`src/design/sliding_median_threshold_alarm_core_macros.svh`:
```
// Assertion macros for the sliding median threshold alarm core.
// Used by the top level; expects aclk and aresetn in the including scope.
`ifndef SLIDING_MEDIAN_THRESHOLD_ALARM_CORE_MACROS_SVH
`define SLIDING_MEDIAN_THRESHOLD_ALARM_CORE_MACROS_SVH

// Holds at every clock edge out of reset.
`define SMTA_CHECK(lbl, expr, msg) \
    lbl: assert property (@(posedge aclk) disable iff (!aresetn) (expr)) \
        else $error(msg);

// Antecedent at one edge implies the consequent at the next edge.
`define SMTA_CHECK_NEXT(lbl, ante, cons, msg) \
    lbl: assert property (@(posedge aclk) disable iff (!aresetn) (ante) |=> (cons)) \
        else $error(msg);

`endif

```
`src/design/smta_pkg.sv`:
```
// Shared constants and types for the sliding median threshold alarm core.
// No dependencies; imported by every module of the block.
package smta_pkg;

    localparam int SMTA_DEF_MAX_WINDOW  = 256;
    localparam int SMTA_DEF_SAMPLE_BITS = 16;
    localparam int SMTA_CFG_W           = 9;
    localparam int SMTA_TOTAL_W         = 32;
    localparam int SMTA_GRP             = 16;

    localparam logic [SMTA_CFG_W-1:0] SMTA_WLEN_RESET = 9'd10;

    // Broadcast control for the sorted cell row.
    typedef struct packed {
        logic upd;   // apply an insert this cycle
        logic rem;   // window full: drop the outgoing value first
    } smta_cell_ctrl_t;

endpackage

```
`src/design/smta_delay_line.sv`:
```
// Arrival-order delay line: one write port, one registered read port.
// Depends on smta_pkg for defaults only.
module smta_delay_line #(
    parameter int DEPTH = smta_pkg::SMTA_DEF_MAX_WINDOW,
    parameter int WIDTH = smta_pkg::SMTA_DEF_SAMPLE_BITS,
    parameter int AW    = 8
) (
    input  logic             aclk,
    input  logic             wr_en,
    input  logic [AW-1:0]    wr_addr,
    input  logic [WIDTH-1:0] wr_data,
    input  logic [AW-1:0]    rd_addr,
    output logic [WIDTH-1:0] rd_data
);
    import smta_pkg::*;

    logic [WIDTH-1:0] mem [DEPTH];
    logic [WIDTH-1:0] rd_data_reg;

    always_ff @(posedge aclk) begin
        if (wr_en) begin
            mem[wr_addr] <= wr_data;
        end
    end

    always_ff @(posedge aclk) begin
        rd_data_reg <= mem[rd_addr];
    end

    assign rd_data = rd_data_reg;

endmodule

```
`config.mk`:
```
export PLATFORM = sky130hd
export DESIGN_NAME = smta_delay_line
export DESIGN_NICKNAME = d
export VERILOG_FILES = /design/src/design/sliding_median_threshold_alarm_core_macros.svh /design/src/design/smta_pkg.sv /design/src/design/smta_delay_line.sv
export SDC_FILE = /design/constraint.sdc
export NUM_CORES = 2
export LEC_CHECK = 0
export BUFFER_PORTS_ARGS = -buffer_cell sky130_fd_sc_hd__buf_2
export CORE_MARGIN = 2
export CORE_UTILIZATION = 52
export DETAILED_ROUTE_END_ITERATION = 10
export PLACE_DENSITY = 0.64
export SETUP_SLACK_MARGIN = 0.2
export SLEW_MARGIN = 20
export SYNTH_ARGS = -nofsm -noshare
export SYNTH_HDL_FRONTEND = slang
export SYNTH_SLANG_ARGS = --single-unit
export TNS_END_PERCENT = 30
```
`constraint.sdc`:
```
create_clock -name aclk -period 3 [get_ports aclk]
set_clock_uncertainty 0.05 [all_clocks]
set_input_delay 0.6 -clock aclk [delete_from_list [all_inputs] [get_ports aclk]]
set_output_delay 0.6 -clock aclk [all_outputs]
set_load 0.05 [all_outputs]
```
==> run metrics <==
status complete, but fails checks; failing checks negative setup slack; placed cell area approximately 170,000 um2; Slew Limit Fails 0; CP cell instances buf_8 -> buf_12 -> or2_4 -> buf_4 -> buf_12 -> buf_4 -> o221ai_1 -> a21oi_1 -> a21oi_1 -> nand4_1 -> nor4_1; Placed Cells incl. Taps ~12,000; Int Pwr 95.5 mW; dpl hpwl ~260 mm; Worst-path clk slew 60 ps; Post-Synthesis Cells 7,360; mux cell area share after synthesis 15.5%; crit share post-route 100%; clk buf depth 4; Pwr Density 656 nW/um2; WP data arrival 3820 ps; CTS buffer count 410; synthesized flop and latch total 4,112; Sw Ratio 21.4%; H-tree depth 5; layout cell share with drive strength beyond 1 29.8%; largest stage delay on the critical path 490 ps; Distinct cells, synth 52; Max IR drop VDD 0.000614 V; Leakage Power 60.0 nW; aggregate global-route resource usage a little over a quarter; layout net count around 8,400; RSZ-0062 raised after global routing true; multi-input logic area about 33,000 um2; fin crit period 3010 ps; Vias/cell approximately 6.4; Post-Synth Simple-Gate Area 1.57%; Worst Setup End Kind register; pin count of the biggest net entering global routing 107; syn avg cell area 21.6 um2; DIE AREA 310,000 um2; area leader, netlist edfxtp_1; GPL Wtd Cong 0.903; # DRC 0; Hold WS 56.5 ps; ranking of synthesized cells by area edfxtp_1 77%, mux4_2 11%, mux2i_1 3.6%, o221ai_1 1.4%, nor2_1 0.72%; syn nets 7,394; Psw 26.0 mW; post-route insts no fill 12,700; largest family of logic cells by synthesized area multiplexers; Fill cells 20,900; I/O pin cnt 50; DRT Pass-1 Iters 8; DR vias between 80,000 and 90,000; number of flip-flops in the largest register a little over 4,000; post-synthesis compound-gate area fraction around 3.5%; Fin. Hold Viols 0; Post-Syn Area between 150,000 and 200,000 um2; WS Path Type in2reg; total routed wirelength 422 mm; Reg area around 120,000 um2; drt initial violations 11,300; Seq/Total Area, Yosys around 80%; FP Rows 202; port buffer count 49; first-pass GRT wire length about 600 mm; Post-synth top cells 4,096 x edfxtp_1, 797 x mux4_2, 565 x mux2i_1, 304 x nor2_1, 252 x o221ai_1; Ys Warns 0; CP max stage cell nand4_1; Reg power frac 52.2%; Clock Latency Late Sink 980 ps; Post-synth ARST share 0%; Post-Synth Adder-Cell Area 0%; EDFF count, synth between 4,000 and 5,000; Routed wire per std cell 33.3 um; antenna violations before repair 27; height of the die 556 um; Clock power frac approximately 42%; Slew headroom 28.0%; Initial Utilization between 50% and 60%; Synth top area share 77.5%; Layout area overhead 16.7%; Overflow after GRT 0; die width 556 um; CTS tree yes; Comb pwr share around 5.6%; Worst-Margin Slew 1080 ps; crit-path max FO 56; post-detailed-route count of antenna-violating nets 0; max cap viols 0; ys flop type edfxtp_1; CP startpoint kind input port; vias in the first global route 80,200; worst setup margin -8.13 ps; Clock Sink Count around 4,100; CTS root buf clkbuf_16; Synth Area in XOR/XNOR 0%; Final Setup Violations 1; final instance area 185,000 um2; Fmax 0.332 GHz; core area 303,000 um2; setup TNS -8.13 ps; most common cell in the netlist edfxtp_1; WP data required around 3800 ps; worst hold path type in2reg
[worst paths after layout]
check / startpoint / to / slack (ps) / cells past startpoint
setup reg to reg: mem[56][11] / rd_data[11] / 50 / 6
hold reg to reg: mem[250][1] / rd_data[1] / 990 / 6
hold / removal: wr_data[7] / mem[231][7] / 60 / 1
setup / recovery: rd_addr[1] / rd_data[6] / -8 / 11
[metal layers]
metal  global-route usage [%]  part of all wire, %
met2                     42.3                   47
met5                        0               0.0093
met3                     6.30                   10
met1                     39.2                   40
met4                     6.98                  2.7
[power groups by stage]
| stage | registers [mW] | logic [mW] | clock network, mW |
|---|---|---|---|
| 2_1_floorplan | 64.7 | 3.12 | 0 |
| 3_3_place_gp | 64.7 | 6.62 | 0 |
| 3_5_place_dp | 64.7 | 6.72 | 0 |
| 4_1_cts | 63.5 | 6.75 | 51.9 |
| 5_1_grt | 63.4 | 7.06 | 54.2 |
| 6_report | 63.5 | 6.78 | 51.3 |
[area by class of cell]
cell class	count	share of cell area [%]
multi-input cells	2792	17.9
clock buffers	503	5.77
repair buffers	1013	5.59
clock inverters	245	1.50
flip-flops and latches	4112	66.6
well taps	3978	2.69
inverters	4	0.0149
diodes	9	0.0122
[cell usage in the layout, fill, tap and decap left out, types with 11 or more instances in the layout]
cell type  Yosys  layout
edfxtp_1    4096    4096
a22o_1        32      32
a22oi_1       43      42
o32ai_1       20      18
clkinv_1       0      92
nor4_1        17      17
clkbuf_16      0     412
nor2_2         0      82
buf_4         26     746
mux4_2       797     797
o21ai_0       37      37
nand4_1       26      26
and3_1        11      11
buf_2         76      28
o22ai_1      148     148
mux2i_1      565     565
dfxtp_1       16      16
clkinv_2       0      62
nor2_1       304     222
buf_8         11      17
nand2_1       38      38
mux2_2        88      88
a211oi_1      18      18
o221ai_1     252     252
o31ai_1       16      14
bufinv_16      0      49
clkbuf_1     230      88
a221oi_1      28      28
buf_12         5     212
a21oi_1      175     174
nor3_1        92      82
nand3_1       35      26
[logic make-up (layout without fill, tap and decap cells)]
family | count (synthesis) | count (layout)
flip-flops | 4112 | 4112
multiplexers | 1450 | 1450
AO/OA/AOI/OAI | 786 | 786
AND/OR/NAND/NOR | 556 | 556
buffers and inverters | 456 | 1765
other | 0 | 9
[worst max-delay path, delay by kind of cell]
family / cells / cell delay, ps
AO/OA/AOI/OAI: 3 / 880
buffers and inverters: 5 / 970
AND/OR/NAND/NOR: 3 / 1230
[per-stage QoR]
stage | total power [mW] | worst slack, ps | util (%)
2_1_floorplan | 67.9 | 185 | -
3_3_place_gp | 71.3 | -1050 | 56.6
3_5_place_dp | 71.4 | -1010 | 56.6
4_1_cts | 122 | 57.0 | 61.0
5_1_grt | 125 | 48.1 | 61.1
6_report | 122 | -8.13 | 61.1
[timing repair]
action / in CTS / in global routing
setup buffers: 0 / 0
hold buffers: 8 / 0
gates resized for setup: 3 / 4
endpoints found under the setup margin: 6 / 10
hold endpoints to repair: 109 / 0
pin swaps: 1 / 0
(Power assumes the default switching activity.)
