==> config.mk <==
export PLATFORM = sky130hd
export DESIGN_NAME = smta_cell
export DESIGN_NICKNAME = d
export VERILOG_FILES = /design/src/design/sliding_median_threshold_alarm_core_macros.svh /design/src/design/smta_pkg.sv /design/src/design/smta_cell.sv
export SDC_FILE = /design/constraint.sdc
export NUM_CORES = 1
export LEC_CHECK = 0
export ABC_CLOCK_PERIOD_IN_PS = 6090
export BUFFER_PORTS_ARGS = -buffer_cell sky130_fd_sc_hd__buf_2
export CAP_MARGIN = 20
export CORE_MARGIN = 1
export CORE_UTILIZATION = 46
export DETAILED_ROUTE_END_ITERATION = 7
export GPL_TIMING_DRIVEN = 0
export PLACE_DENSITY = 0.78
export SLEW_MARGIN = 20
export SYNTH_ARGS = -nofsm -noshare
export SYNTH_HDL_FRONTEND = slang
export SYNTH_SLANG_ARGS = --single-unit
==> constraint.sdc <==
create_clock -name aclk -period 6.09 [get_ports aclk]
set_clock_uncertainty 0.2 [all_clocks]
set_input_delay 1.218 -clock aclk [delete_from_list [all_inputs] [get_ports aclk]]
set_output_delay 1.218 -clock aclk [all_outputs]
set_load 0.03 [all_outputs]
==> src/design/sliding_median_threshold_alarm_core_macros.svh <==
// Assertion macros for the sliding median threshold alarm core.
// Used by the top level; expects aclk and aresetn in the including scope.
`ifndef SLIDING_MEDIAN_THRESHOLD_ALARM_CORE_MACROS_SVH
`define SLIDING_MEDIAN_THRESHOLD_ALARM_CORE_MACROS_SVH

// Holds at every clock edge out of reset.
`define SMTA_CHECK(lbl, expr, msg) \
    lbl: assert property (@(posedge aclk) disable iff (!aresetn) (expr)) \
        else $error(msg);

// Antecedent at one edge implies the consequent at the next edge.
`define SMTA_CHECK_NEXT(lbl, ante, cons, msg) \
    lbl: assert property (@(posedge aclk) disable iff (!aresetn) (ante) |=> (cons)) \
        else $error(msg);

`endif

==> src/design/smta_pkg.sv <==
// Shared constants and types for the sliding median threshold alarm core.
// No dependencies; imported by every module of the block.
package smta_pkg;

    localparam int SMTA_DEF_MAX_WINDOW  = 256;
    localparam int SMTA_DEF_SAMPLE_BITS = 16;
    localparam int SMTA_CFG_W           = 9;
    localparam int SMTA_TOTAL_W         = 32;
    localparam int SMTA_GRP             = 16;

    localparam logic [SMTA_CFG_W-1:0] SMTA_WLEN_RESET = 9'd10;

    // Broadcast control for the sorted cell row.
    typedef struct packed {
        logic upd;   // apply an insert this cycle
        logic rem;   // window full: drop the outgoing value first
    } smta_cell_ctrl_t;

endpackage

==> src/design/smta_cell.sv <==
// One slot of the sorted window: delete-shift and insert-shift in the same cycle.
// Depends on smta_pkg; sees only its two neighbors and broadcast control and data.
module smta_cell #(
    parameter int SAMPLE_BITS = smta_pkg::SMTA_DEF_SAMPLE_BITS,
    parameter int CNT_W       = 9,
    parameter int IDX         = 0
) (
    input  logic                        aclk,
    input  smta_pkg::smta_cell_ctrl_t   ctrl,
    input  logic [CNT_W-1:0]            cnt_u,     // occupied count after removal
    input  logic [SAMPLE_BITS-1:0]      old_val,
    input  logic [SAMPLE_BITS-1:0]      smp,
    input  logic [SAMPLE_BITS-1:0]      v_lo,      // neighbor below
    input  logic [SAMPLE_BITS-1:0]      v_hi,      // neighbor above
    output logic [SAMPLE_BITS-1:0]      v_out
);
    import smta_pkg::*;

    localparam bit HAS_LO = (IDX > 0);
    localparam logic [CNT_W-1:0] IDX_C    = CNT_W'(IDX);
    localparam logic [CNT_W-1:0] IDX_M1_C = CNT_W'(HAS_LO ? IDX - 1 : 0);

    logic [SAMPLE_BITS-1:0] val_reg, val_next;
    logic                   occ_self, occ_lo, shift_self, shift_lo;
    logic [SAMPLE_BITS-1:0] u_self, u_lo;

    // Removal: every occupied slot at or above the first copy of old_val
    // takes its upper neighbor.
    assign occ_self   = IDX_C < cnt_u;
    assign occ_lo     = HAS_LO && (IDX_M1_C < cnt_u);
    assign shift_self = ctrl.rem && occ_self && (val_reg >= old_val);
    assign shift_lo   = ctrl.rem && occ_lo && (v_lo >= old_val);
    assign u_self     = shift_self ? v_hi : val_reg;
    assign u_lo       = shift_lo ? val_reg : v_lo;

    // Insert: slots whose value exceeds the sample move up one.
    always_comb begin
        if (!ctrl.upd || (IDX_C > cnt_u)) begin
            val_next = val_reg;
        end else if (occ_self && (u_self <= smp)) begin
            val_next = u_self;
        end else if (!HAS_LO || (u_lo <= smp)) begin
            val_next = smp;
        end else begin
            val_next = u_lo;
        end
    end

    always_ff @(posedge aclk) begin
        val_reg <= val_next;
    end

    assign v_out = val_reg;

endmodule

==> results of run 1 <==
[cell families after synthesis]
family | after synthesis | share of synthesized area
fa+ha+maj | 32 | 0.221
flops | 16 | 0.265
buf+inv | 36 | 0.0875
mux | 32 | 0.234
simple gates | 28 | 0.0944
compound gates | 24 | 0.0986
[how the worst max path moves through the flow]
stage                start                   to  slack, ns  cells after the start
2_1_floorplan   old_val[2]  v_out[10]$_DFFE_PN_       0.80                     15
3_3_place_gp   old_val[15]  v_out[11]$_DFFE_PN_       0.21                     17
3_5_place_dp   old_val[15]   v_out[8]$_DFFE_PN_       0.15                     17
4_1_cts        old_val[13]   v_out[8]$_DFFE_PN_       0.41                     17
5_1_grt        old_val[15]   v_out[9]$_DFFE_PN_       0.14                     17
6_report       old_val[15]   v_out[8]$_DFFE_PN_       0.40                     17
[tightest hold or removal path, cell delays in order (launching register included)]
cell and delay (ns):
edfxtp_1 0.36, mux2i_1 0.11, mux2i_1 0.13
[placed cells by master, fill, tap and decap left out, types with 2 or more instances in the layout]
cell type / count
nand4_1: 4
o21ai_0: 3
mux2_4: 18
nor2b_1: 2
mux2_2: 12
nand3_1: 2
nand2_1: 8
a21oi_1: 11
edfxtp_1: 16
clkbuf_8: 3
mux2i_1: 2
buf_2: 74
inv_1: 33
ha_1: 32
nor3_1: 2
nor2_1: 3
[stage by stage]
step / power (uW) / setup slack [ns] / hold WS [ns]
floorplan: 474 / 0.797 / 0.691
global placement: 557 / 0.205 / 0.506
detailed placement: 567 / 0.154 / 0.506
CTS: 651 / 0.408 / 0.522
global route: 694 / 0.145 / 0.590
finish: 650 / 0.401 / 0.516
[synthesized netlist by cell type (2+ instances only)]
master	count	share of area
edfxtp_1	16	0.26
o21ai_0	3	0.0083
mux2_2	12	0.074
nor2_1	3	0.0062
nand4_1	4	0.014
ha_1	32	0.22
mux2_4	18	0.15
nor2b_1	2	0.0069
nand2_1	8	0.017
a21oi_1	11	0.030
nor3_1	2	0.0055
nand3_1	2	0.0055
mux2i_1	2	0.011
inv_1	33	0.068
[cell type report]
class | instances | area [sq um]
buffer | 3 | 35.0
clock buffer | 3 | 41.3
fill | 330 | 1430
inverter | 33 | 124
multi-input combinational | 116 | 1180
sequential | 16 | 480
tap | 48 | 60.1
timing repair buffer | 74 | 370
[per-layer routing]
| layer | vias up | part of all wire |
|---|---|---|
| met4 | 0 | 0.010 |
| li1 | 758 | - |
| met2 | 50 | 0.48 |
| met5 | - | 0 |
| met1 | 694 | 0.46 |
| met3 | 4 | 0.052 |
[where the power goes]
group | leakage, uW | internal [uW] | switching [uW]
Combinational | 0.00106 | 193 | 194
Sequential | 0.000157 | 159 | 18.5
Clock | 0.0000216 | 44.0 | 40.8
Total | 0.00124 | 396 | 253
==> impl_metrics.py, run 1 <==
metrics = {
    "run_status": {
        "outcome": "finished clean",
    },
    "yosys": {
        "syn-cell-area_sq_um": 1820,
        "synth_cell_types": 34,
        "synth_edf_count": 16,
        "syn_avg_cell_area_sq_um": 10.8,
        "async_flop_share": 0,
        "synth_seq_cells": 16,
        "synthesis.nets": 276,
        "yosys_warnings": 0,
        "ys.flop_type": "edfxtp_1",
        "yosysSeqAreaShare": 0.265,
        "synthesis.instances": 168,
    },
    "timing": {
        "rsz0062_at_grt": "false",
        "period_share": 0.934,
        "fmax_mhz": 176,
        "slew_headroom": 0.389,
        "finalHoldViolCount": 0,
        "setup_tns_ns": 0,
        "slew_violations": 0,
        "tightestPinTransition_ns": 0.916,
        "setup_viol": 0,
        "period_minus_slack_ns": 5.69,
    },
    "hold_path": {
        "hold_path_end": "v_out[0]$_DFFE_PN_",
        "hold_class": "register to register",
        "min_path_cells": 2,
        "min_from": "v_out[0]$_DFFE_PN_",
    },
    "floorplanning": {
        "io_pins": 92,
        "start_util": 0.489,
        "coreArea_sq_um": 3720,
        "row_count": 22,
        "die_w_microns": 64.8,
        "die_h_microns": 64.8,
        "dieArea_sq_um": 4200,
    },
    "place": {
        "dp.cells": 290,
        "place_area_sq_um": 2250,
        "io_buffer_count": 74,
        "dp_hpwl_microns": 3190,
        "gp_congestion": 0.756,
    },
    "routing": {
        "routed_wl_microns": 3940,
        "antenna_left": 0,
        "drc_errors": 0,
        "vias": 1506,
        "viasPerCell": 5.14,
        "drt_iter0_drc": 37,
        "wl_per_cell_microns": 13.5,
        "firstDrtPassIters": 4,
    },
    "final_layout": {
        "finish.utilization": 0.615,
        "fin_area_sq_um": 2290,
        "largest_reg_flops": 16,
        "syn2layout_area_growth_pct": 26.0,
        "diodes": 0,
        "layout.nets": 355,
        "drive_gt1_frac": 0.473,
        "finalNonFillerCells": 293,
    },
    "global_route": {
        "grt_pass1_wl_microns": 6200,
        "busiest_layer": "met2",
        "use_met2": 0.341,
        "antenna_found_initial": 0,
        "grt_max_degree": 17,
        "gr-total-overflow": 0,
        "met3_usage": 0.0246,
        "first_global_vias": 1424,
        "grt_util_all_layers": 0.194,
        "met1_usage": 0.245,
    },
    "cts": {
        "cts_made_buffers": 3,
        "htreeDepth": 1,
        "clock_sinks": 16,
        "cts_hold_buf": 0,
        "cts_tree": "built",
        "clkTransAtPathRegs_ns": 0.07,
        "cts_resized": 0,
        "insertion_delay_ns": 0.25,
        "post_cts_buffers": 0,
        "cts-root-buf": "clkbuf_8",
        "clock_path_buffers": 2,
    },
    "critical_path": {
        "cp_num_buf_inv": 4,
        "max_stage_delay_ns": 0.54,
        "criticalPathCategory": "input port to register",
        "r2r-start": "v_out[15]$_DFFE_PN_",
        "worst_setup_path_end_kind": "register",
        "worstPathMaxFanout": 10,
        "reg2regPathDepth": 15,
        "path_delay_family": "simple AND/OR/NAND/NOR gates",
        "worstPathCellList": "buf_2 -> inv_1 -> ha_1 -> nand4_1 -> nor3_1 -> o311ai_1 -> a31oi_4 -> buf_12 -> mux2_4 -> ha_1 -> and4_1 -> nand4_1 -> nor3_1 -> nor2_1 -> a211oi_4 -> buf_6 -> mux2_2",
        "worstPathArrival_ns": 5.50,
        "crit_slowest_cell": "a211oi_4",
        "critPathRequiredTime_ns": 5.90,
        "ff2ff_setup_slack_ns": 1.02,
        "r2r-end": "v_out[8]$_DFFE_PN_",
        "critPathLaunchType": "input port",
    },
    "flow_run": {
        "maxCapViolations": 0,
    },
    "power": {
        "irDropWorstVdd_mv": 0.147,
        "power_leakage_uw": 0.00124,
        "power_density_nw_per_um2": 284,
    },
}
Note: power is estimated with default switching activity, not from simulation.
==> run 2: changes to the inputs <==
CELL_PAD_IN_SITES_DETAIL_PLACEMENT = 0   (was default)
CELL_PAD_IN_SITES_GLOBAL_PLACEMENT = 1   (was default)
CORE_UTILIZATION = 35   (was 46)
CTS_BUF_LIST = sky130_fd_sc_hd__clkbuf_8   (was default)
PLACE_DENSITY = 0.8   (was 0.78)
SLEW_MARGIN = default   (was 20)
==> run 2 against run 1 <==
Against the previous run: core utilization is 14 points lower; critical endpoint is now v_out[10]$_DFFE_PN_; sequential cell count stayed put; critical path type unchanged; largest power group unchanged; non-clock buffer count stayed put; sequential share of layout area is 0.22 points lower; clock power is 2.8% lower; clock-buffer cell count stayed put.
==> impl_metrics.py, run 2 (synthesis gave the netlist of run 1 again) <==
metrics = {
    "run_status": {
        "outcome": "finished clean",
    },
    "cts": {
        "clock_sinks": 16,
        "clock_path_buffers": 2,
        "cts_resized": 0,
        "post_cts_buffers": 0,
        "htreeDepth": 1,
        "cts_hold_buf": 0,
        "cts_made_buffers": 3,
        "insertion_delay_ns": 0.26,
        "cts_tree": "built",
        "clkTransAtPathRegs_ns": 0.07,
        "cts-root-buf": "clkbuf_8",
    },
    "critical_path": {
        "r2r-end": "v_out[10]$_DFFE_PN_",
        "r2r-start": "v_out[15]$_DFFE_PN_",
        "max_stage_delay_ns": 0.51,
        "critPathRequiredTime_ns": 5.89,
        "crit_slowest_cell": "a211oi_4",
        "ff2ff_setup_slack_ns": 1.04,
        "startpoint": "old_val[15]",
        "critPathLaunchType": "input port",
        "reg2regPathDepth": 14,
        "worst_setup_path_end_kind": "register",
        "worstPathCellList": "buf_2 -> inv_1 -> ha_1 -> nand4_1 -> nor3_1 -> o311ai_1 -> a31oi_4 -> mux2_2 -> ha_1 -> a21o_1 -> a221o_1 -> a221oi_1 -> nor2_1 -> a211oi_4 -> buf_6 -> mux2_2",
        "criticalPathCategory": "input port to register",
        "worstPathMaxFanout": 10,
        "worstPathArrival_ns": 5.45,
    },
    "power": {
        "comb_power_share": 0.593,
        "pwr-share-seq": 0.280,
        "p_int_uw": 396,
        "switchingPower_uw": 250,
        "power_leakage_uw": 0.00124,
        "p_total_uw": 646,
        "power_density_nw_per_um2": 279,
        "irDropWorstVdd_mv": 0.116,
        "power.share.clock": 0.127,
        "switching_share": 0.387,
    },
    "floorplanning": {
        "dieArea_sq_um": 5480,
        "die_w_microns": 74.0,
        "die_h_microns": 74.0,
        "row_count": 25,
        "io_pins": 92,
        "coreArea_sq_um": 4850,
        "start_util": 0.374,
    },
    "timing": {
        "fmax_mhz": 177,
        "setup_viol": 0,
        "period_minus_slack_ns": 5.65,
        "rsz0062_at_grt": "false",
        "finalHoldViolCount": 0,
        "setup_tns_ns": 0,
        "tightestPinTransition_ns": 0.927,
        "slew_violations": 0,
        "period_share": 0.927,
        "slew_headroom": 0.382,
    },
    "final_layout": {
        "largest_reg_flops": 16,
        "finish.utilization": 0.477,
        "fill_cells": 488,
        "fin_area_sq_um": 2310,
        "final_common_cell": "buf_2",
        "finalNonFillerCells": 312,
        "multi_input_area_sq_um": 1180,
        "diodes": 0,
        "drive_gt1_frac": 0.473,
        "register_area_sq_um": 480,
        "layout.nets": 355,
        "final_cell_mix": "buf_2, inv_1, ha_1",
        "syn2layout_area_growth_pct": 27.3,
    },
    "place": {
        "dp.cells": 309,
        "dp_hpwl_microns": 3270,
        "io_buffer_count": 74,
        "place_area_sq_um": 2270,
        "gp_congestion": 0.736,
    },
    "global_route": {
        "grt_max_degree": 17,
        "gr-total-overflow": 0,
        "antenna_found_initial": 0,
        "grt_pass1_wl_microns": 6120,
        "first_global_vias": 1349,
        "grt_util_all_layers": 0.150,
    },
    "hold_path": {
        "hold_class": "register to register",
        "min_from": "v_out[0]$_DFFE_PN_",
        "min_path_cells": 2,
        "hold_path_end": "v_out[0]$_DFFE_PN_",
    },
    "routing": {
        "antenna_left": 0,
        "firstDrtPassIters": 5,
        "viasPerCell": 4.70,
        "wl_per_cell_microns": 12.7,
        "drt_iter0_drc": 21,
        "vias": 1467,
        "routed_wl_microns": 3960,
        "drc_errors": 0,
    },
    "flow_run": {
        "maxCapViolations": 0,
    },
}
## run 2: area by class of cell
class                   count  area share
repair buffers             74       0.160
inverters                  33      0.0536
well taps                  67      0.0363
clock buffers               3      0.0179
flip-flops and latches     16       0.208
plain buffers               3      0.0152
multi-input cells         116       0.509
## run 2: routing by layer
| metal | track usage | wire length, microns |
|---|---|---|
| met1 | 0.189 | 1790 |
| met2 | 0.263 | 1920 |
| met5 | 0 | 0 |
| met4 | 0.0641 | 72 |
| met3 | 0.0136 | 175 |
## run 2: metrics by stage
| stage | worst slack, ns | hold slack (ns) |
|---|---|---|
| 2_1_floorplan | 0.797 | 0.691 |
| 5_1_grt | 0.132 | 0.595 |
| 3_5_place_dp | 0.112 | 0.518 |
| 4_1_cts | 0.345 | 0.536 |
| 6_report | 0.442 | 0.532 |
| 3_3_place_gp | 0.147 | 0.518 |
## run 2: how the worst max path moves through the flow
| stage | slack, ns | end | depth (start not counted) |
|---|---|---|---|
| after floorplan | 0.80 | v_out[10]$_DFFE_PN_ | 15 |
| after global placement | 0.15 | v_out[9]$_DFFE_PN_ | 16 |
| after detailed placement | 0.11 | v_out[8]$_DFFE_PN_ | 16 |
| after CTS | 0.35 | v_out[10]$_DFFE_PN_ | 16 |
| after global routing | 0.13 | v_out[10]$_DFFE_PN_ | 16 |
| final | 0.44 | v_out[10]$_DFFE_PN_ | 16 |
## run 2: power by group through the flow
stage | registers, uW | clock network [uW] | logic (uW)
after detailed placement | 184 | 0 | 382
after global routing | 185 | 86.0 | 421
after floorplan | 226 | 0 | 248
after global placement | 183 | 0 | 379
final | 181 | 82.3 | 383
after CTS | 181 | 82.8 | 387
## run 2: critical path, delay by kind of cell
| kind | cells | cell delay [ns] |
|---|---|---|
| adder cells (fa/ha/maj) | 2 | 0.59 |
| AND/OR/NAND/NOR | 3 | 0.56 |
| buffers and inverters | 3 | 0.37 |
| AO/OA/AOI/OAI | 6 | 1.94 |
| multiplexers | 2 | 0.75 |
